==> src/hw/rtl/lsc_pkg.sv <==
// Shared constants and types for the line segment clipper.
package lsc_pkg;

    // Default widths of coordinates and of the fixed-point clip parameter.
    localparam int COORD_BITS_DEF = 16;
    localparam int FRAC_BITS_DEF  = 16;

    // Depth of the queue between the front and the back end.
    localparam int MID_DEPTH = 4;

    // Reset values of the window registers.
    localparam int WIN_LEFT_RESET   = 0;
    localparam int WIN_TOP_RESET    = 0;
    localparam int WIN_RIGHT_RESET  = 1023;
    localparam int WIN_BOTTOM_RESET = 1023;

    // Configuration register indexes.
    typedef enum logic [1:0] {
        CFG_LEFT   = 2'd0,
        CFG_TOP    = 2'd1,
        CFG_RIGHT  = 2'd2,
        CFG_BOTTOM = 2'd3
    } cfg_index_t;

    // Window edges, in the order they are tested.
    localparam int NUM_EDGES   = 4;
    localparam int EDGE_LEFT   = 0;
    localparam int EDGE_RIGHT  = 1;
    localparam int EDGE_TOP    = 2;
    localparam int EDGE_BOTTOM = 3;

    // Classification of one edge, worked out by the front end.
    typedef struct packed {
        logic p_neg;   // direction term is negative (entering edge)
        logic p_zero;  // segment runs parallel to the edge
        logic q_neg;   // distance term is negative
        logic ovf;     // ratio is at least four, so it saturates
    } edge_flags_t;

    localparam int FLAG_W = $bits(edge_flags_t);

endpackage

==> src/hw/rtl/lsc_queue.sv <==
// Small first-in first-out queue built from flip-flops.
module lsc_queue
    import lsc_pkg::*;
#(
    parameter int WIDTH = 8,
    parameter int DEPTH = MID_DEPTH
)
(
    input  logic             clk,
    input  logic             rst_n,
    input  logic             push,
    input  logic [WIDTH-1:0] wdata,
    input  logic             pop,
    output logic [WIDTH-1:0] rdata,
    output logic             full,
    output logic             empty
);

    localparam int AW = $clog2(DEPTH);

    logic [WIDTH-1:0] mem_reg [DEPTH];
    logic [AW-1:0]    wptr_reg, wptr_next;
    logic [AW-1:0]    rptr_reg, rptr_next;
    logic [AW:0]      count_reg, count_next;
    logic             do_push;
    logic             do_pop;

    // Transfers only happen when there is room or data.
    assign do_push = push && !full;
    assign do_pop  = pop && !empty;
    assign full    = (count_reg == (AW+1)'(DEPTH));
    assign empty   = (count_reg == '0);
    assign rdata   = mem_reg[rptr_reg];

    // Pointer and fill count updates.
    always_comb
    begin
        wptr_next  = do_push ? wptr_reg + AW'(1) : wptr_reg;
        rptr_next  = do_pop  ? rptr_reg + AW'(1) : rptr_reg;
        count_next = count_reg;
        if (do_push && !do_pop)
        begin
            count_next = count_reg + (AW+1)'(1);
        end
        else if (do_pop && !do_push)
        begin
            count_next = count_reg - (AW+1)'(1);
        end
    end

    always_ff @(posedge clk or negedge rst_n)
    begin
        if (!rst_n)
        begin
            wptr_reg  <= '0;
            rptr_reg  <= '0;
            count_reg <= '0;
        end
        else
        begin
            wptr_reg  <= wptr_next;
            rptr_reg  <= rptr_next;
            count_reg <= count_next;
        end
    end

    // Storage needs no reset.
    always_ff @(posedge clk)
    begin
        if (do_push)
        begin
            mem_reg[wptr_reg] <= wdata;
        end
    end

endmodule

==> config.mk <==
export PLATFORM = sky130hd
export DESIGN_NAME = lsc_queue
export DESIGN_NICKNAME = d
export VERILOG_FILES = /design/src/hw/rtl/lsc_pkg.sv /design/src/hw/rtl/lsc_queue.sv
export SDC_FILE = /design/constraint.sdc
export NUM_CORES = 1
export LEC_CHECK = 0
export BUFFER_PORTS_ARGS = -buffer_cell sky130_fd_sc_hd__buf_2
export CORE_ASPECT_RATIO = 1.1
export CORE_MARGIN = 4
export CORE_UTILIZATION = 45
export CTS_CLUSTER_DIAMETER = 40
export CTS_CLUSTER_SIZE = 16
export DETAILED_ROUTE_END_ITERATION = 10
export PLACE_DENSITY = 0.73
export SLEW_MARGIN = 20
export SYNTH_ARGS = -nofsm -noshare
export SYNTH_HDL_FRONTEND = slang
export SYNTH_SLANG_ARGS = --single-unit
export TNS_END_PERCENT = 20
==> constraint.sdc <==
create_clock -name clk -period 2.6 [get_ports clk]
set_input_delay 0.52 -clock clk [delete_from_list [all_inputs] [get_ports clk]]
set_output_delay 0.52 -clock clk [all_outputs]
set_load 0.01 [all_outputs]
# [Word-level counts from Yosys, hierarchy flattened]
# Memories as Yosys holds them, arrays and structs flattened.
# Cells that the tools add are included.
# W data, S select, Z words.
[op_classes] reduce_logical=10 muxes=4 add_sub_neg=4 div=0 eq_ne=1 bitwise=0 mul=0 magnitude_cmp=0 shift=0
[op_table] cell="$mux W3" n=2
[op_table] cell="$add A2 B1 Y2 const B" n=2
[op_table] cell="$logic_and A1 B1 Y1" n=4
[op_table] cell="$logic_not A1 Y1" n=4
[op_table] cell="$add A3 B1 Y3 const B" n=1
[op_table] cell="$eq A3 B3 Y1 const B" n=1
[op_table] cell="$logic_not A3 Y1" n=1
[op_table] cell="$sub A3 B1 Y3 const B" n=1
[op_table] cell="$mux W1" n=2
[op_table] cell="$reduce_bool A2 Y1" n=1
[word_totals] mem_bits_rw=32 rom_bits=0 regBits=7 out_inout_bits=10 latchBits=0 memories=1
[memory_table] name="mem_reg" depth=4 width=8 rd=1 rd_ports_with_merged_regs=0 wr=1 line="lsc_queue.sv:21" source="logic [WIDTH-1:0] mem_reg [DEPTH];"

# [Logic depth before layout (Yosys ltp)]
# Gate-level depths: netlist (run 1).
[depth] depth_word=7 mapped_depth=9

# [Least setup slack after synthesis (run 1)]
# OpenSTA, ideal clock, no wires.
[synth_timing] kind="flip-flop to flip-flop" startpoint="reg count_reg[0]" endpoint="reg count_reg[2]" n_path_buf=0 stages_incl_launch_ff=9 arrival_time_ns=1.997 setup_time_ns=0.079 synth_period_minus_slack_ns=2.076 path_slack_ns=0.524 cell_sequence="dfrtp_1 nor3_1 nand2b_1 ha_1 inv_1 fa_1 xor2_1 nor2_1 xor2_1"
[synth_via] elab_chain_len=6 elab_cells_between_ends=15
[synth_rtl] item="start: declaration" line="lsc_queue.sv:24" source="logic [AW:0] count_reg, count_next;"
[synth_rtl] item="start signal: assignment" line="lsc_queue.sv:63" source="count_reg <= count_next;"
[synth_rtl] item="$logic_not A3 Y1 *" line="lsc_queue.sv:32" source="assign empty = (count_reg == '0);"
[synth_rtl] item="named net empty" line="lsc_queue.sv:16" source="output logic empty"
[synth_rtl] item="$logic_not A1 Y1 *" line="lsc_queue.sv:30" source="assign do_pop = pop && !empty;"
[synth_rtl] item="$logic_and A1 B1 Y1 *" line="lsc_queue.sv:30"
[synth_rtl] item="$logic_not A1 Y1" line="lsc_queue.sv:41" source="if (do_push && !do_pop)"
[synth_rtl] item="$logic_and A1 B1 Y1" line="lsc_queue.sv:41"
[synth_rtl] item="$mux W3 / $reduce_bool A2 Y1 (equally long branches)"
# Mark *: on every way through the listed nets, which the timed path passes. The rest lies on a longest branch. The select of a mux whose other input is x is not followed.
# A chain may end at the register's enable or synchronous reset.

# [Final worst setup path (run 1)]
[layout_timing] startpoint="reg rptr_reg[0]" endpoint="out rdata[1]"
[layout_via] elab_chain_len=1
[layout_rtl] item="start: declaration" line="lsc_queue.sv:23" source="logic [AW-1:0] rptr_reg, rptr_next;"
[layout_rtl] item="start signal: assignment" line="lsc_queue.sv:62" source="rptr_reg <= rptr_next;"
[layout_rtl] item="$mem_v2 Z4 W8"
[layout_rtl] item="end: declaration" line="lsc_queue.sv:14" source="output logic [WIDTH-1:0] rdata,"
# Every way passes these cells.

==> impl_metrics.csv, run 1 <==
group,metric,value,unit
synthesis,synth.most_common_cell,"edfxtp_1",
power_and_ir_drop,clkPwrFrac,0.198,
setup_path,required,2080,ps
detailed_routing,finalWirelength,2320,um
finish,fin_util,0.544,
place,io_buffer_count,21,
cts,cts_tree,"yes",
sta,max_slew_margin,0.600,
cts,cts.clk_slew.worst_paths,120,ps
detailed_routing,vias_per_cell,4.94,
synthesis,netlist_area,1590,um2
synthesis,synth-edff-count,32,
sta,finalSetupViolCount,0,
job,drv_cap,0,
cts,htreeDepth,2,
synthesis,synth_flop_cell,"edfxtp_1",
synthesis,yosysUniqueCellTypes,20,
power_and_ir_drop,switching_share,0.304,
global_route,grt_pass1_wl,3880,um
sta,min_period,2330,ps
cts,clk_path_buf_depth,2,
place,place_inst,143,
synthesis,async_flop_share,0.179,
status,status,"finished, final reports clean",
finish,final_cells,152,
floorplanning,chipWidth,64.7,um
power_and_ir_drop,combPwrFrac,0.305,
cts,cts-buffers-inserted,5,
synthesis,synth_cells,77,
finish,drive_above_1_share,0.433,
synthesis,synthTopCellsByCount,"edfxtp_1 (32), mux4_2 (8), dfrtp_1 (7)",
synthesis,ys_warn_count,0,
detailed_routing,vias,751,
min_path,min_path_type,"in -> reg",
detailed_routing,drt-initial-drc-count,8,
power_and_ir_drop,ir_drop,0.000603,V
place,place_congestion,0.689,
global_route,grt.total_usage,0.116,
finish,antenna_cells,0,
floorplanning,coreArea,3360,um2
sta,rsz0062_at_grt,"false",
cts,cts_sinks,39,
synthesis,synthTopCellsByArea,"edfxtp_1 (60%), mux4_2 (11%), dfrtp_1 (11%)",
synthesis,yosysTopAreaCell,"edfxtp_1",
sta,timing.fmax,428,MHz
setup_path,crit_chain,"mux4_2 -> buf_2",
setup_path,crit_arrival,1810,ps
place,dp_hpwl,1590,um
sta,slew_viol_final,0,
detailed_routing,wl_per_cell,15.2,um
setup_path,cp-end-kind,"output pin",
sta,setup_tns,0,ps
finish,fillers,291,
synthesis,synth_nets,95,
setup_path,max_stage_delay,740,ps
sta,skew,10.1,ps
power_and_ir_drop,power_frac_seq,0.497,
global_route,antenna_found_initial,0,
power_and_ir_drop,p_total,2000,uW
setup_path,reg2reg_from,"count_reg[0]",
finish,final_nets,121,
power_and_ir_drop,p_leak,0.000682,uW
synthesis,ys_ff_latch,39,
global_route,grt_pass1_vias,795,
setup_path,worst-path-max-fanout,10,
global_route,grt-ovfl-total,0,
detailed_routing,drc,0,
cts,insertion_delay,340,ps
global_route,grt_max_degree,14,
power_and_ir_drop,p_sw,609,uW
sta,worstMarginPinSlew,600,ps
power_and_ir_drop,intPower,1390,uW
power_and_ir_drop,power_density,1100,nW/um2
sta,final_hold_viol_count,0,
cts,cts_post_setup_buffers_inserted,0,
setup_path,slowest_stage,"dfrtp_1",
detailed_routing,ant_nets,0,
detailed_routing,dr.pass1.iters,3,
floorplanning,rows,22,
floorplanning,ios,22,
floorplanning,start_util,0.473,
cts,cts_root_buf,"clkbuf_4",
finish,largest_reg_flops,32,
finish,areaGrowthSynthToFinish,14.9,%
floorplanning,die_y,70.3,um
setup_path,startpoint,"rptr_reg[0]",
setup_path,crit_path_start_kind,"flop",
sta,finalCritPeriodShare,0.898,
synthesis,synth-seq-area-share,0.715,
setup_path,worstSetupPathType,"reg -> out",
min_path,min_from,"wdata[0]",
synthesis,syn_area_per_cell,20.6,um2
synthesis,synth_top_cell_area_share,0.605,
floorplanning,dieArea,4550,um2
-- layout make-up --
class                      count  area (um2)  share of cell area
inverter                       3        11.3             0.00617
multi-input combinational     32         422               0.231
clock buffer                   5        37.5              0.0206
timing repair buffer          22         115              0.0631
clock inverter                 3        43.8              0.0240
sequential                    39        1140               0.622
tap                           48        60.1              0.0329
-- power by group through the flow --
| stage | clock network, uW | logic (uW) | registers [uW] |
|---|---|---|---|
| after floorplan | 0 | 518 | 918 |
| after global placement | 0 | 605 | 998 |
| after detailed placement | 0 | 619 | 1010 |
| after CTS | 406 | 622 | 1000 |
| after global routing | 436 | 671 | 1020 |
| final | 396 | 609 | 994 |
-- routing by layer --
metal / vias to the layer above / share of wire / track usage / routed length [um]
met2: 20 / 0.49 / 0.187 / 1120
met1: 379 / 0.46 / 0.145 / 1060
li1: 348 / - / - / -
met3: 4 / 0.049 / 0.0386 / 113
met4: 0 / 0.0086 / 0.0423 / 20
met5: - / 0 / 0 / 0
-- worst max-delay path: cells and delay by family, from the launching register on --
| family | cells | cell delay (ps) |
|---|---|---|
| flops | 1 | 740 |
| mux | 1 | 580 |
| buf+inv | 1 | 160 |
-- kinds of logic (layout without fill, tap and decap cells) --
| family | Yosys count | count (layout) | synth area share |
|---|---|---|---|
| buf+inv | 6 | 33 | 0.0197 |
| simple gates | 10 | 10 | 0.0504 |
| xor+xnor | 6 | 6 | 0.0331 |
| flops | 39 | 39 | 0.715 |
| mux | 10 | 10 | 0.130 |
| fa+ha+maj | 6 | 6 | 0.0520 |
-- final timing paths --
kind,slack [ps],endpoint,cells after the start
max,270,rdata[1],2
min,390,mem_reg[0][0],1
max reg2reg,520,count_reg[2],8
min reg2reg,520,count_reg[2],1
max in group asynchronous,1930,rptr_reg[0],2
min in group asynchronous,510,count_reg[2],2
-- per-stage QoR --
stage	hold WS [ps]	setup WS (ps)	cell area, um2
2_1_floorplan	224	524	1590
3_3_place_gp	360	570	1730
3_5_place_dp	363	523	1730
4_1_cts	380	200	1830
5_1_grt	372	130	1830
6_report	389	266	1830
-- cell usage in the layout (no fill, tap or decap), drive strengths merged --
master	instances
clkbuf	5
nand2b	1
mux2	2
buf	21
nor2b	1
nor2	1
dlygate4sd3	1
inv	3
and2	4
nor3b	1
clkinv	2
ha	5
dfrtp	7
nor3	1
bufinv	1
xnor2	4
xor2	2
fa	1
mux4	8
edfxtp	32
nand3b	1
-- repair_timing --
action / 4_1_cts / 5_1_grt
gates resized for setup: 0 / 0
hold buffers: 1 / 0
endpoints found under the hold margin: 7 / 0
No activity file was read; power rests on OpenSTA's default activity.
==> run 2: changes to the inputs <==
--- a/config.mk
+++ b/config.mk
@@ -12,7 +12,6 @@
 export CTS_CLUSTER_DIAMETER = 40
 export CTS_CLUSTER_SIZE = 16
 export DETAILED_ROUTE_END_ITERATION = 10
-export PLACE_DENSITY = 0.73
 export SLEW_MARGIN = 20
 export SYNTH_ARGS = -nofsm -noshare
 export SYNTH_HDL_FRONTEND = slang
==> run 2 against run 1 <==
  * Sequential power decreased by 0.6%
  * Register-to-register slack improved by 30 ps
  * Clock power decreased by 27%
  * Non-clock buffer count increased by 1
  * Flip-flop and latch count unchanged
  * Cell count increased by 0.66%
  * Combinational power increased by 3.4%
  * Sequential share of layout area increased by 0.82 points
  * Routed wire length increased by 4.6%
  * Critical endpoint is now rdata[2]
==> impl_metrics.csv, run 2 (synthesis results as in run 1) <==
group,metric,value,unit
setup_path,cp-end-kind,"output pin",
detailed_routing,drt-initial-drc-count,9,
power_and_ir_drop,combPwrFrac,0.330,
finish,drive_above_1_share,0.419,
sta,finalSetupViolCount,0,
sta,timing.fmax,432,MHz
power_and_ir_drop,switching_share,0.317,
min_path,min_path_type,"in -> reg",
status,status,"finished, final reports clean",
sta,final_hold_viol_count,0,
finish,fin_util,0.537,
power_and_ir_drop,power_density,1060,nW/um2
place,io_buffer_count,21,
floorplanning,die_y,70.3,um
cts,cts_root_buf,"clkbuf_4",
power_and_ir_drop,p_sw,606,uW
finish,fillers,289,
finish,largest_reg_flops,32,
sta,setup_tns,0,ps
global_route,antenna_found_initial,0,
job,drv_cap,0,
sta,finalCritPeriodShare,0.891,
cts,cts_tree,"yes",
place,dp_hpwl,1640,um
cts,cts-buffers-inserted,5,
floorplanning,dieArea,4550,um2
power_and_ir_drop,ir_drop,0.000487,V
finish,layout_commonest_cell,"edfxtp_1",
cts,cts_sinks,39,
finish,areaGrowthSynthToFinish,13.4,%
setup_path,crit_path_start_kind,"flop",
sta,slew_viol_final,0,
floorplanning,rows,22,
detailed_routing,wl_per_cell,15.8,um
power_and_ir_drop,clkPwrFrac,0.152,
detailed_routing,vias,749,
detailed_routing,vias_per_cell,4.90,
cts,insertion_delay,330,ps
global_route,grt_max_degree,12,
floorplanning,start_util,0.473,
power_and_ir_drop,power_frac_seq,0.518,
floorplanning,chipWidth,64.7,um
detailed_routing,ant_nets,0,
setup_path,crit_chain,"mux4_2 -> buf_2",
place,place_congestion,0.760,
floorplanning,coreArea,3360,um2
global_route,grt.total_usage,0.125,
setup_path,worstSetupPathType,"reg -> out",
finish,antenna_cells,0,
cts,cts_post_setup_buffers_inserted,0,
setup_path,worst-path-max-fanout,9,
cts,cts.clk_slew.worst_paths,110,ps
global_route,grt_pass1_vias,804,
sta,rsz0062_at_grt,"false",
detailed_routing,dr.pass1.iters,4,
sta,min_period,2320,ps
power_and_ir_drop,intPower,1300,uW
sta,skew,1.89,ps
detailed_routing,finalWirelength,2420,um
detailed_routing,drc,0,
sta,hold_ws,390,ps
setup_path,crit_arrival,1800,ps
global_route,grt_pass1_wl,3950,um
global_route,grt-ovfl-total,0,
finish,final_nets,122,
setup_path,required,2080,ps
finish,final_cell_mix,"edfxtp_1 (32), buf_2 (21), mux4_2 (8)",
power_and_ir_drop,p_leak,0.000671,uW
floorplanning,ios,22,
setup_path,slowest_stage,"dfrtp_1",
sta,max_slew_margin,0.623,
sta,worstMarginPinSlew,566,ps
cts,htreeDepth,2,
cts,clk_path_buf_depth,2,
setup_path,max_stage_delay,720,ps
run 2: cell types whose count changed in the layout (fill, tap and decap cells not counted), sizes merged:
cell | before | now
bufinv | 1 | 0
buf | 21 | 22
clkinv | 2 | 1
clkbuf | 5 | 7
run 2: worst max-delay path: cells and delay by family, from the launching register on:
kind | cells | cell delay, ps
buffers and inverters | 1 | 160
multiplexers | 1 | 590
flip-flops | 1 | 720
run 2: cell type report:
class | instances | area [um2] | area share
tap | 48 | 60.1 | 0.0333
multi-input combinational | 32 | 422 | 0.234
timing repair buffer | 23 | 123 | 0.0681
clock inverter | 1 | 5.00 | 0.00278
clock buffer | 7 | 45.0 | 0.0250
sequential | 39 | 1140 | 0.631
inverter | 3 | 11.3 | 0.00625
run 2: repair_timing:
action / in CTS / in global routing
resized for setup: 0 / 0
hold buffers: 1 / 0
hold endpoints to repair: 7 / 0
run 2: through the flow:
stage | cell area [um2] | setup WS (ps) | total power (uW) | cells
5_1_grt | 1800 | 139 | 2040 | 153
6_report | 1800 | 284 | 1910 | 153
3_5_place_dp | 1740 | 571 | 1650 | 144
4_1_cts | 1800 | 212 | 1950 | 153
2_1_floorplan | 1590 | 524 | 1440 | 77
3_3_place_gp | 1740 | 584 | 1620 | 144
run 2: power by group through the flow:
stage                     logic (uW)  registers, uW  clock network [uW]
after global routing             696           1010                 331
final                            630            988                 290
after global placement           623           1000                   0
after detailed placement         640           1010                   0
after CTS                        646            995                 305
after floorplan                  518            918                   0
run 2: path summary, 6_finish.rpt:
kind | to | slack, ps | cells past startpoint | start
min in group asynchronous | rptr_reg[0] | 530 | 2 | rst_n
worst max register to register | count_reg[2] | 550 | 8 | count_reg[0]
worst min register to register | count_reg[2] | 520 | 1 | count_reg[2]
worst max-delay path | rdata[2] | 280 | 2 | rptr_reg[0]
max in group asynchronous | rptr_reg[1] | 1910 | 2 | rst_n
worst min-delay path | mem_reg[1][6] | 390 | 1 | wdata[6]
run 2: routing by layer:
layer / vias up / wire length, um / GRT usage
li1: 347 / - / -
met5: - / 0 / 0
met2: 20 / 1260 / 0.202
met3: 2 / 130 / 0.0514
met1: 380 / 1010 / 0.143
met4: 0 / 23 / 0.0634
