### config.mk
export PLATFORM = sky130hd
export DESIGN_NAME = lsc_front
export DESIGN_NICKNAME = d
export VERILOG_FILES = /design/src/hw/rtl/lsc_pkg.sv /design/src/hw/rtl/lsc_front.sv
export SDC_FILE = /design/constraint.sdc
export NUM_CORES = 1
export LEC_CHECK = 0
export ABC_AREA = 1
export CAP_MARGIN = 20
export CORE_ASPECT_RATIO = 1.1
export CORE_MARGIN = 4
export CORE_UTILIZATION = 50
export DETAILED_ROUTE_END_ITERATION = 7
export DONT_BUFFER_PORTS = 1
export HOLD_SLACK_MARGIN = 0.05
export MAX_ROUTING_LAYER = met4
export PLACE_DENSITY = 0.7
export SYNTH_ARGS = -nofsm -noshare
export SYNTH_HDL_FRONTEND = slang
export SYNTH_SLANG_ARGS = --single-unit
### constraint.sdc
create_clock -name clk -period 12 [get_ports clk]
set_input_delay 2.4 -clock clk [delete_from_list [all_inputs] [get_ports clk]]
set_output_delay 2.4 -clock clk [all_outputs]
set_load 0.05 [all_outputs]
### src/hw/rtl/lsc_pkg.sv
// Shared constants and types for the line segment clipper.
package lsc_pkg;

    // Default widths of coordinates and of the fixed-point clip parameter.
    localparam int COORD_BITS_DEF = 16;
    localparam int FRAC_BITS_DEF  = 16;

    // Depth of the queue between the front and the back end.
    localparam int MID_DEPTH = 4;

    // Reset values of the window registers.
    localparam int WIN_LEFT_RESET   = 0;
    localparam int WIN_TOP_RESET    = 0;
    localparam int WIN_RIGHT_RESET  = 1023;
    localparam int WIN_BOTTOM_RESET = 1023;

    // Configuration register indexes.
    typedef enum logic [1:0] {
        CFG_LEFT   = 2'd0,
        CFG_TOP    = 2'd1,
        CFG_RIGHT  = 2'd2,
        CFG_BOTTOM = 2'd3
    } cfg_index_t;

    // Window edges, in the order they are tested.
    localparam int NUM_EDGES   = 4;
    localparam int EDGE_LEFT   = 0;
    localparam int EDGE_RIGHT  = 1;
    localparam int EDGE_TOP    = 2;
    localparam int EDGE_BOTTOM = 3;

    // Classification of one edge, worked out by the front end.
    typedef struct packed {
        logic p_neg;   // direction term is negative (entering edge)
        logic p_zero;  // segment runs parallel to the edge
        logic q_neg;   // distance term is negative
        logic ovf;     // ratio is at least four, so it saturates
    } edge_flags_t;

    localparam int FLAG_W = $bits(edge_flags_t);

endpackage

### src/hw/rtl/lsc_front.sv
// Front end: takes segments in and classifies them against the four window edges.
module lsc_front
    import lsc_pkg::*;
#(
    parameter int COORD_BITS = COORD_BITS_DEF,
    parameter int ITEM_W     = 2 * COORD_BITS + 8 * (COORD_BITS + 1) + NUM_EDGES * FLAG_W + 1
)
(
    input  logic                         clk,
    input  logic                         rst_n,
    input  logic                         push,
    output logic                         ready,
    input  logic signed [COORD_BITS-1:0] start_x,
    input  logic signed [COORD_BITS-1:0] start_y,
    input  logic signed [COORD_BITS-1:0] end_x,
    input  logic signed [COORD_BITS-1:0] end_y,
    input  logic signed [COORD_BITS-1:0] win_left,
    input  logic signed [COORD_BITS-1:0] win_top,
    input  logic signed [COORD_BITS-1:0] win_right,
    input  logic signed [COORD_BITS-1:0] win_bottom,
    output logic                         item_valid,
    input  logic                         item_ready,
    output logic [ITEM_W-1:0]            item_data
);

    localparam int CW      = COORD_BITS;
    localparam int W       = COORD_BITS + 1;
    localparam int OFF_FLG = 1;
    localparam int OFF_QM  = OFF_FLG + NUM_EDGES * FLAG_W;
    localparam int OFF_PM  = OFF_QM + NUM_EDGES * W;
    localparam int OFF_SY  = OFF_PM + NUM_EDGES * W;
    localparam int OFF_SX  = OFF_SY + CW;

    // Stage A holds the differences, stage B the magnitudes and flags.
    logic                 a_v_reg, a_v_next;
    logic                 b_v_reg, b_v_next;
    logic signed [CW-1:0] a_sx_reg, a_sy_reg;
    logic signed [W-1:0]  a_dx_reg, a_dy_reg;
    logic signed [W-1:0]  a_q_reg [NUM_EDGES];
    logic signed [CW-1:0] b_sx_reg, b_sy_reg;
    logic [W-1:0]         b_pm_reg [NUM_EDGES];
    logic [W-1:0]         b_qm_reg [NUM_EDGES];
    edge_flags_t          b_flg_reg [NUM_EDGES];
    logic                 b_rej_reg;

    logic signed [W-1:0]  p_val [NUM_EDGES];
    logic [W-1:0]         pm [NUM_EDGES];
    logic [W-1:0]         qm [NUM_EDGES];
    edge_flags_t          flg [NUM_EDGES];
    logic                 rej;
    logic                 in_fire;
    logic                 a_go;
    logic                 b_go;

    // Handshake: each stage moves on when the one after it has room.
    assign b_go    = b_v_reg && item_ready;
    assign a_go    = a_v_reg && (!b_v_reg || item_ready);
    assign ready   = !a_v_reg || !b_v_reg || item_ready;
    assign in_fire = push && ready;
    assign a_v_next = (a_v_reg && !a_go) || in_fire;
    assign b_v_next = (b_v_reg && !b_go) || a_go;

    always_ff @(posedge clk or negedge rst_n)
    begin
        if (!rst_n)
        begin
            a_v_reg <= 1'b0;
            b_v_reg <= 1'b0;
        end
        else
        begin
            a_v_reg <= a_v_next;
            b_v_reg <= b_v_next;
        end
    end

    // Stage A: segment deltas and the distance of the start point to each edge.
    always_ff @(posedge clk)
    begin
        if (in_fire)
        begin
            a_sx_reg <= start_x;
            a_sy_reg <= start_y;
            a_dx_reg <= W'(end_x) - W'(start_x);
            a_dy_reg <= W'(end_y) - W'(start_y);
            a_q_reg[EDGE_LEFT]   <= W'(start_x) - W'(win_left);
            a_q_reg[EDGE_RIGHT]  <= W'(win_right) - W'(start_x);
            a_q_reg[EDGE_TOP]    <= W'(start_y) - W'(win_top);
            a_q_reg[EDGE_BOTTOM] <= W'(win_bottom) - W'(start_y);
        end
    end

    // Direction terms, magnitudes and the classification of each edge.
    always_comb
    begin
        p_val[EDGE_LEFT]   = -a_dx_reg;
        p_val[EDGE_RIGHT]  = a_dx_reg;
        p_val[EDGE_TOP]    = -a_dy_reg;
        p_val[EDGE_BOTTOM] = a_dy_reg;
        rej = 1'b0;
        for (int e = 0; e < NUM_EDGES; e++)
        begin
            pm[e] = p_val[e][W-1] ? W'(-p_val[e]) : W'(p_val[e]);
            qm[e] = a_q_reg[e][W-1] ? W'(-a_q_reg[e]) : W'(a_q_reg[e]);
            flg[e].p_neg  = p_val[e][W-1];
            flg[e].p_zero = (p_val[e] == '0);
            flg[e].q_neg  = a_q_reg[e][W-1];
            flg[e].ovf    = ({2'b00, qm[e]} >= {pm[e], 2'b00});
            rej = rej || (flg[e].p_zero && flg[e].q_neg);
        end
    end

    always_ff @(posedge clk)
    begin
        if (a_go)
        begin
            b_sx_reg  <= a_sx_reg;
            b_sy_reg  <= a_sy_reg;
            b_rej_reg <= rej;
            for (int e = 0; e < NUM_EDGES; e++)
            begin
                b_pm_reg[e]  <= pm[e];
                b_qm_reg[e]  <= qm[e];
                b_flg_reg[e] <= flg[e];
            end
        end
    end

    // Pack the classified segment for the queue.
    always_comb
    begin
        item_data = '0;
        item_data[0] = b_rej_reg;
        for (int e = 0; e < NUM_EDGES; e++)
        begin
            item_data[OFF_FLG + e*FLAG_W +: FLAG_W] = b_flg_reg[e];
            item_data[OFF_QM + e*W +: W]            = b_qm_reg[e];
            item_data[OFF_PM + e*W +: W]            = b_pm_reg[e];
        end
        item_data[OFF_SY +: CW] = b_sy_reg;
        item_data[OFF_SX +: CW] = b_sx_reg;
    end

    assign item_valid = b_v_reg;

endmodule

# [Word-level counts from Yosys, hierarchy flattened]
# Memories as Yosys holds them, arrays and structs flattened.
# Cells that the tools add are included.
[totals] ff_bits=101 n_memories=4 out_inout_bits=187 mem_bits_rw=220
[classes] reduce_logical=25 muxes=12 add_sub_neg=14 order_cmp=4
[mem_list] memory="a_q_reg" depth=4 word_bits=17 rd=4 rd_clocked_by_memory_dff=0 write_ports=4 line="lsc_front.sv:39" rtl="logic signed [W-1:0] a_q_reg [NUM_EDGES];"
[mem_list] memory="b_pm_reg" depth=4 word_bits=17 rd=4 rd_clocked_by_memory_dff=0 write_ports=4 line="lsc_front.sv:41" rtl="logic [W-1:0] b_pm_reg [NUM_EDGES];"
[mem_list] memory="b_qm_reg" depth=4 word_bits=17 rd=4 rd_clocked_by_memory_dff=0 write_ports=4 line="lsc_front.sv:42" rtl="logic [W-1:0] b_qm_reg [NUM_EDGES];"
[mem_list] memory="b_flg_reg" depth=4 word_bits=4 rd=4 rd_clocked_by_memory_dff=0 write_ports=4 line="lsc_front.sv:43" rtl="edge_flags_t b_flg_reg [NUM_EDGES];"
[op_table] cell="$mux W17" n=8
[op_table] cell="$neg A17 Y17" n=8
[op_table] cell="$sub A16 B16 Y17" n=6
[op_table] cell="$ge A17 B19 Y1" n=4
[op_table] cell="$logic_not A17 Y1" n=4
[op_table] cell="$logic_and A1 B1 Y1" n=9
[op_table] cell="$logic_or A1 B1 Y1" n=8
[op_table] cell="$logic_not A1 Y1" n=4
[op_table] cell="$mux W1" n=4

# [Logic depth before layout (Yosys ltp)]
# Gate-level depths: netlist of the first run.
[depth] ltp_word=6 mapped_depth=27 depth_no_buf=27

# [Least setup slack after synthesis of the first run]
# No wires, ideal clock.
[synth_path] path_kind="in2reg" startpoint="in item_ready" endpoint="mem b_flg_reg[0][0] (netlist name) (enable)" arrival_ns=11.180 path_stages=2 setup_time_ns=0.786 required_ns=11.214 path_buffers=0 path_slack_ns=0.034 path_cell_list="inv_1 a21oi_1"
[synth_rtl] element="start, declared" line="lsc_front.sv:22" rtl="input logic item_ready,"
[synth_rtl] element="end, declared" line="lsc_front.sv:43"

# [Worst setup path after layout of the first run]
[layout_path] startpoint="in item_ready" endpoint="out ready"
[layout_via] elab_chain_cells=1
[layout_lines] element="$logic_or A1 B1 Y1" line="lsc_front.sv:58" rtl="assign ready = !a_v_reg || !b_v_reg || item_ready;"
[layout_lines] element="end, declared" line="lsc_front.sv:12" rtl="output logic ready,"
# No other way between the ends.

==> results by group, run 1 <==
Detailed routing
  – Routed Antenna Nets: 0
  – Pre-antenna DRT Iters: 5
  – Remaining DRCs: 0
  – Total wire length: 49.92 mm
  – Vias: about 14,000
  – Vias/cell: ~5.3
  – Wirelength per Cell: 19.49 um
  – Starting DRT DRC Count: 717

Synth
  – Syn_area_per_cell: about 9.6 sq um
  – YS warnings: 0
  – Area leader, netlist: edfxtp_1
  – Main area contributors after synthesis: edfxtp_1 (49%), ha_1 (11%), nand2_1 (7.6%), inv_1 (6.3%), xor2_1 (4.9%)
  – FF+latch count, synth: 319
  – Synthesized Nets: 2,317
  – Sequential share of the synthesized area: 0.4955
  – Synthesized netlist cell count: ~2,000
  – Count of cell types in the netlist: 49
  – Ys async rst share: 0.006270
  – Top_reg_cell synth: edfxtp_1
  – Yosys top cell area share: 0.4929
  – Post-synth EDFFs: 317
  – Mapped Area: between 15,000 and 20,000 sq um

Clocking
  – Clk root buf: clkbuf_16
  – CTS Hold Bufs: 0
  – Clock latency on the worst-skew pair: 0.55 ns
  – CTS H-tree lvls: 2
  – Post-CTS setup buffer count: 0
  – Clk buf depth: 3
  – CTS tree: yes
  – CTS resizes: 0
  – Clock Sinks: approximately 320
  – Clk slew on worst S/H paths: 0.06 ns
  – CTS Buf Count: 35

Floorplanning
  – Initial core utilization: 0.5057
  – IO Count: 319
  – Chip Height: 214.1 um
  – Core Region: 38,190 sq um
  – Site Rows: 75
  – Die span in x: 195.4 um
  – Die outline area: 41,840 sq um

Global routing
  – First-pass GRT wire length: about 76 mm
  – Grt total ovfl: 0
  – Via count of the first global-routing pass: about 14,000
  – Overall fraction of global-route tracks in use: 0.2414
  – Antenna violations before repair: 0
  – Largest net degree at the start of global routing: 81

Worst hold path
  – Hold Path Class: flip-flop to flip-flop

Placement
  – Detail Placement HPWL: 40.65 mm
  – Area after DPL: 19,930 sq um
  – GP Congestion: slightly below 1
  – Number of buffers added on ports: 0

STA
  – Final setup fails: 0
  – Setup TNS: 0 ns
  – Fin crit period: roughly 5.5 ns
  – Worst Tran Pin Value: approximately 1.0 ns
  – Final hold vios: 0
  – F_max: 0.1827 GHz
  – Final worst hold slack: 0.4077 ns
  – Slew HR: 0.3293
  – Max-slew violations: 0
  – RSZ-0062 raised after global routing: false
  – Fin crit share: 0.4562
  – Final clock skew: 0.03209 ns

Pwr
  – Power density over cell area: 167.0 nW/um^2
  – Pleak: about 9.3 nW
  – Peak VDD IR: 0.0001266 V

Outcome
  – Outcome: finished clean

Critical path
  – CP Max Fanout: 2
  – WP data required: 9.60 ns
  – Crit Path Class: input port to output pin
  – Startpoint types: input port
  – CP Capture Type: output pin
  – Worst Path Arrival: 3.07 ns

Layout
  – Share of post-route cells with drive strength above 1: 0.06841
  – Cell area after layout: 21,010 sq um
  – Layout area overhead: 8.798%
  – Final nets: roughly 2,300
  – Final design utilization: 0.5502

Job
  – Count of maximum capacitance violations: 0
-- placed cells by master (no fill, tap or decap), drive strengths merged, types with 11 or more instances in the layout --
| cell | count |
|---|---|
| xor2 | 113 |
| a21oi | 125 |
| nor3 | 28 |
| nor4 | 11 |
| edfxtp | 317 |
| nand3 | 94 |
| inv | 341 |
| xnor2 | 45 |
| ha | 166 |
| a31oi | 13 |
| nand2 | 415 |
| clkbuf | 39 |
| nor2 | 160 |
| clkinv | 12 |
| o21ai | 99 |
| nand4 | 18 |
-- through the flow --
| step | std cells | power, W | setup slack, ns |
|---|---|---|---|
| after global placement | 2503 | 0.002481 | 6.531 |
| after global routing | 2561 | 0.003706 | 6.497 |
| after CTS | 2561 | 0.003547 | 6.523 |
| final | 2562 | 0.003510 | 6.526 |
| after detailed placement | 2503 | 0.002504 | 6.525 |
| after floorplan | 2013 | 0.002307 | 0.03425 |
-- cells by family after synthesis --
family / count (synthesis) / synth area share
simple gates: 747 / 0.1741
buf+inv: 354 / 0.06945
flops: 319 / 0.4955
compound gates: 263 / 0.07269
fa+ha+maj: 172 / 0.1138
xor+xnor: 158 / 0.07457
-- worst max-delay path, stage by stage --
cell     delay (ns)
inv_1          0.09
nand2_1        0.08
nor2_1         0.22
inv_1          0.28
-- per-layer routing --
| layer | part of all wire | GRT usage | wire length (um) |
|---|---|---|---|
| met5 | 0 | - | 0 |
| met2 | 0.53 | 0.4319 | 26220 |
| met3 | 0.066 | 0.05594 | 3274 |
| met1 | 0.37 | 0.2629 | 18530 |
| met4 | 0.038 | 0.08333 | 1904 |
-- layout make-up --
type | instances | area, sq um
well taps | 500 | 625.6
diodes | 1 | 2.502
inverters | 339 | 1272
clock inverters | 19 | 171.4
clock buffers | 39 | 912.1
multi-input cells | 1340 | 8422
repair buffers | 5 | 37.54
fillers | 3286 | 17180
flip-flops and latches | 319 | 9569
-- Yosys cell counts (2+ instances only) --
| library cell | number |
|---|---|
| edfxtp_1 | 317 |
| nor2_8 | 2 |
| inv_1 | 324 |
| xnor2_1 | 44 |
| o21bai_1 | 3 |
| nor2_1 | 139 |
| inv_2 | 14 |
| o21a_1 | 5 |
| nand3b_1 | 8 |
| nand4_1 | 17 |
| o21ai_2 | 2 |
| nor3_1 | 26 |
| nand2_2 | 23 |
| clkbuf_1 | 11 |
| o21ai_1 | 19 |
| a31oi_1 | 13 |
| o31ai_1 | 8 |
| nor2_2 | 10 |
| xor2_1 | 108 |
| nor4_1 | 11 |
| a211oi_1 | 2 |
| nor2_4 | 9 |
| buf_4 | 3 |
| or2_2 | 7 |
| fa_1 | 6 |
| o22ai_1 | 3 |
| nor3b_1 | 4 |
| nand3_2 | 5 |
| and3_1 | 2 |
| a21oi_1 | 125 |
| nand2_1 | 389 |
| ha_1 | 166 |
| o21ai_0 | 78 |
| nand2_4 | 3 |
| xor2_2 | 5 |
| nand3_1 | 88 |
| dfrtp_1 | 2 |
-- power breakdown --
part / switching, W / leakage, nW / total, W / internal [W]
logic: 0.000473 / 5.74 / 0.000725 / 0.000252
registers: 0.000338 / 3.08 / 0.00176 / 0.00142
clock network: 0.000437 / 0.522 / 0.00103 / 0.000592
-- worst paths after layout --
kind | startpoint | end | slack (ns) | cells after the start
max | item_ready | ready | 6.53 | 4
min | a_sy_reg[6]$_DFFE_PP_ | b_sy_reg[6]$_DFFE_PP_ | 0.41 | 0
max reg2reg | a_dy_reg[0]$_DFFE_PP_ | b_flg_reg[2][0]$_DFFE_PP_ | 7.20 | 27
min reg2reg | a_sy_reg[6]$_DFFE_PP_ | b_sy_reg[6]$_DFFE_PP_ | 0.41 | 0
max in group asynchronous | rst_n | a_v_reg$_DFF_PN0_ | 10.36 | 0
min in group asynchronous | rst_n | item_valid$_DFF_PN0_ | 1.57 | 0
Note: power is estimated with default switching activity, not from simulation.
==> run 2: changes to the inputs <==
Settings changed: ABC_AREA 1 to 0, PLACE_DENSITY 0.7 to 0.73.
Clock period 12 ns to 4.75 ns, I/O delays scaled along.
==> run 2 against run 1 <==
  * Register-to-register slack got worse by 6.9 ns
  * Die area decreased by 2.1%
  * Via count decreased by 6.8%
  * Utilization increased by 0.51 points
  * Cell area decreased by 1.6%
  * Count of clock-buffer cells in the layout increased by 4
  * First-iteration DRC count increased by 0.98%
  * Non-clock buffer count increased by 9
  * Area after synthesis decreased by 2.2%
  * Combinational power increased to 2.5 times the previous value
  * Final cell count decreased by 13%
  * Critical endpoint is now b_flg_reg[2][0]$_DFFE_PP_
  * Largest cell class unchanged
==> results by group, run 2 <==
Critical path
  – Worst Path Arrival: 4.69 ns
  – Reg2reg path depth: 18
  – FF-to-FF setup slack: 0.35 ns
  – CP most frequent cell: ha_1
  – RR Endpoint: b_flg_reg[2][0]$_DFFE_PP_
  – CP Max Fanout: 9
  – Crit Path Class: flip-flop to flip-flop
  – Slowest stage delay, CP: 0.50 ns
  – Crit-path slowest cell: edfxtp_1
  – Startpoint types: flip-flop
  – CP Capture Type: flip-flop
  – Reg2reg start: a_dy_reg[1]$_DFFE_PP_
  – WP data required: 5.03 ns
  – CP cell instances: inv_1, ha_1, nor2b_1, nand2_1, or3_4, nor3_1, ha_1, nand2_1, xor2_1, ha_1, nor2b_1, o21a_1, o21a_1, a311oi_1, o21ai_0, a31oi_1, o31ai_1, nor4b_2

Synth
  – Yosys top cell area share: 0.5039
  – Area leader, netlist: edfxtp_1
  – Synthesized Nets: 1,984
  – FF+latch count, synth: 319
  – Ys async rst share: 0.006270
  – Count of cell types in the netlist: 77
  – Most common cell in the netlist: edfxtp_1
  – Commonest cells in the netlist: edfxtp_1 (317), inv_1 (177), ha_1 (166)
  – Post-synth EDFFs: 317
  – Mapped Area: 18,890 sq um
  – Syn_area_per_cell: 11.25 sq um
  – Sequential share of the synthesized area: 0.5065
  – Top_reg_cell synth: edfxtp_1
  – YS warnings: 0
  – Synthesized netlist cell count: 1,680
  – Main area contributors after synthesis: edfxtp_1 (50%), ha_1 (11%), xnor2_1 (6.8%), inv_1 (3.5%), o21ai_0 (2.6%)

Placement
  – Number of buffers added on ports: 0
  – GP Congestion: 0.9418
  – Detail Placement HPWL: 38.91 mm
  – Post-place setup slack: roughly 0.26 ns

Floorplanning
  – Die outline area: 40,960 sq um
  – Chip Height: roughly 210 um
  – Initial core utilization: 0.5076
  – IO Count: 319
  – Site Rows: 74
  – Die span in x: 193.3 um
  – Core Region: 37,220 sq um

Global routing
  – Via count of the first global-routing pass: 12,630
  – Overall fraction of global-route tracks in use: 0.2369
  – First-pass GRT wire length: 72.33 mm
  – Largest net degree at the start of global routing: 77
  – Grt total ovfl: 0
  – Antenna violations before repair: 2

Clocking
  – Clk root buf: clkbuf_16
  – Clock latency on the worst-skew pair: around 0.54 ns
  – Clk buf depth: 3
  – CTS Hold Bufs: 0
  – Clk slew on worst S/H paths: 0.06 ns
  – CTS resizes: 0
  – Post-CTS setup buffer count: 0
  – CTS H-tree lvls: 2
  – Clock Sinks: 319
  – CTS tree: yes
  – CTS Buf Count: 36

STA
  – Fin crit period: 4.401 ns
  – Final setup fails: 0
  – RSZ-0062 raised after global routing: false
  – Fin crit share: 0.9265
  – Final worst slack: around 0.35 ns
  – Final clock skew: 0.01537 ns
  – F_max: 0.2272 GHz
  – Slew HR: 0.3955
  – Worst Tran Pin Value: 0.9087 ns
  – Max-slew violations: 0
  – Setup TNS: 0 ns
  – Final hold vios: 0

Job
  – Count of maximum capacitance violations: 0

Pwr
  – Pleak: between 8 and 9 nW
  – Power density over cell area: 440.9 nW/um^2
  – Peak VDD IR: 0.0004148 V

Detailed routing
  – Remaining DRCs: 0
  – Routed Antenna Nets: 0
  – Vias/cell: approximately 5.7
  – Starting DRT DRC Count: 724
  – Vias: ~13,000
  – Pre-antenna DRT Iters: 5
  – Total wire length: 48.47 mm
  – Wirelength per Cell: 21.86 um

Worst hold path
  – Hold Path Class: input port to async pin

Layout
  – Layout area overhead: 9.405%
  – Share of post-route cells with drive strength above 1: 0.05520
  – Fill cells: about 3,200
  – Final nets: 2,000
  – Most common cell after layout, fill and taps aside: edfxtp_1
  – Most frequent cells in the layout: edfxtp_1 (317), inv_1 (177), ha_1 (165)

Outcome
  – Outcome: finished clean
run 2: metal layers:
metal  GRT usage  vias to the layer above  part of all wire
met2      0.4401                      407              0.53
met4     0.07717                        0             0.036
met5           -                        -                 0
met3     0.06000                       96             0.060
met1      0.2460                     6063              0.37
li1            -                     6125                 -
run 2: cell families after synthesis:
family	Yosys count	share of synthesized area
fa+ha+maj	172	0.1163
buf+inv	213	0.04384
xor+xnor	202	0.09365
flops	319	0.5065
mux	3	0.001656
compound gates	332	0.1150
simple gates	439	0.1231
run 2: worst max path at each step:
stage	cells past startpoint	to	startpoint	slack [ns]
after floorplan	20	b_flg_reg[2][0]$_DFFE_PP_	a_dy_reg[0]$_DFFE_PP_	0.45
after global placement	18	b_flg_reg[0][0]$_DFFE_PP_	a_dx_reg[1]$_DFFE_PP_	0.53
after detailed placement	18	b_flg_reg[0][0]$_DFFE_PP_	a_dx_reg[1]$_DFFE_PP_	0.26
after CTS	18	b_flg_reg[0][0]$_DFFE_PP_	a_dx_reg[1]$_DFFE_PP_	0.25
after global routing	17	b_flg_reg[2][0]$_DFFE_PP_	a_dy_reg[1]$_DFFE_PP_	0.04
final	18	b_flg_reg[2][0]$_DFFE_PP_	a_dy_reg[1]$_DFFE_PP_	0.35
run 2: final cells by class:
class / count / area [sq um] / area share
antenna: 2 / 5.005 / 0.0002421
clock buffer: 43 / 968.4 / 0.04686
clock inverter: 20 / 192.7 / 0.009323
inverter: 177 / 664.4 / 0.03214
multi-input combinational: 1148 / 8508 / 0.4116
sequential: 319 / 9569 / 0.4630
tap: 494 / 618.1 / 0.02990
timing repair buffer: 14 / 142.6 / 0.006901
run 2: power by group:
group | internal [W] | switching, W
clock network | 0.00162 | 0.00113
registers | 0.00360 | 0.000940
logic | 0.000757 | 0.00107
total | 0.00598 | 0.00313
run 2: per-stage QoR:
step                hold slack [ns]  std cells  total power, W  instance area [sq um]  utilization
CTS                         0.07996       2215        0.009190                  20650       0.5549
global route                0.08444       2217        0.009551                  20670       0.5553
detailed placement           0.4056       2152        0.006420                  19490       0.5237
floorplan                    0.4003       1680        0.005865                  18890            -
global placement             0.4007       2152        0.006358                  19490       0.5237
finish                       0.1103       2217        0.009112                  20670       0.5553
run 2: worst max-delay path, delay by kind of cell (launching register included):
family | cells | cell delay [ns]
adder cells (fa/ha/maj) | 3 | 0.77
buffers and inverters | 1 | 0.09
XOR/XNOR | 1 | 0.22
AO/OA/AOI/OAI | 6 | 1.02
flip-flops | 1 | 0.50
AND/OR/NAND/NOR | 7 | 1.55
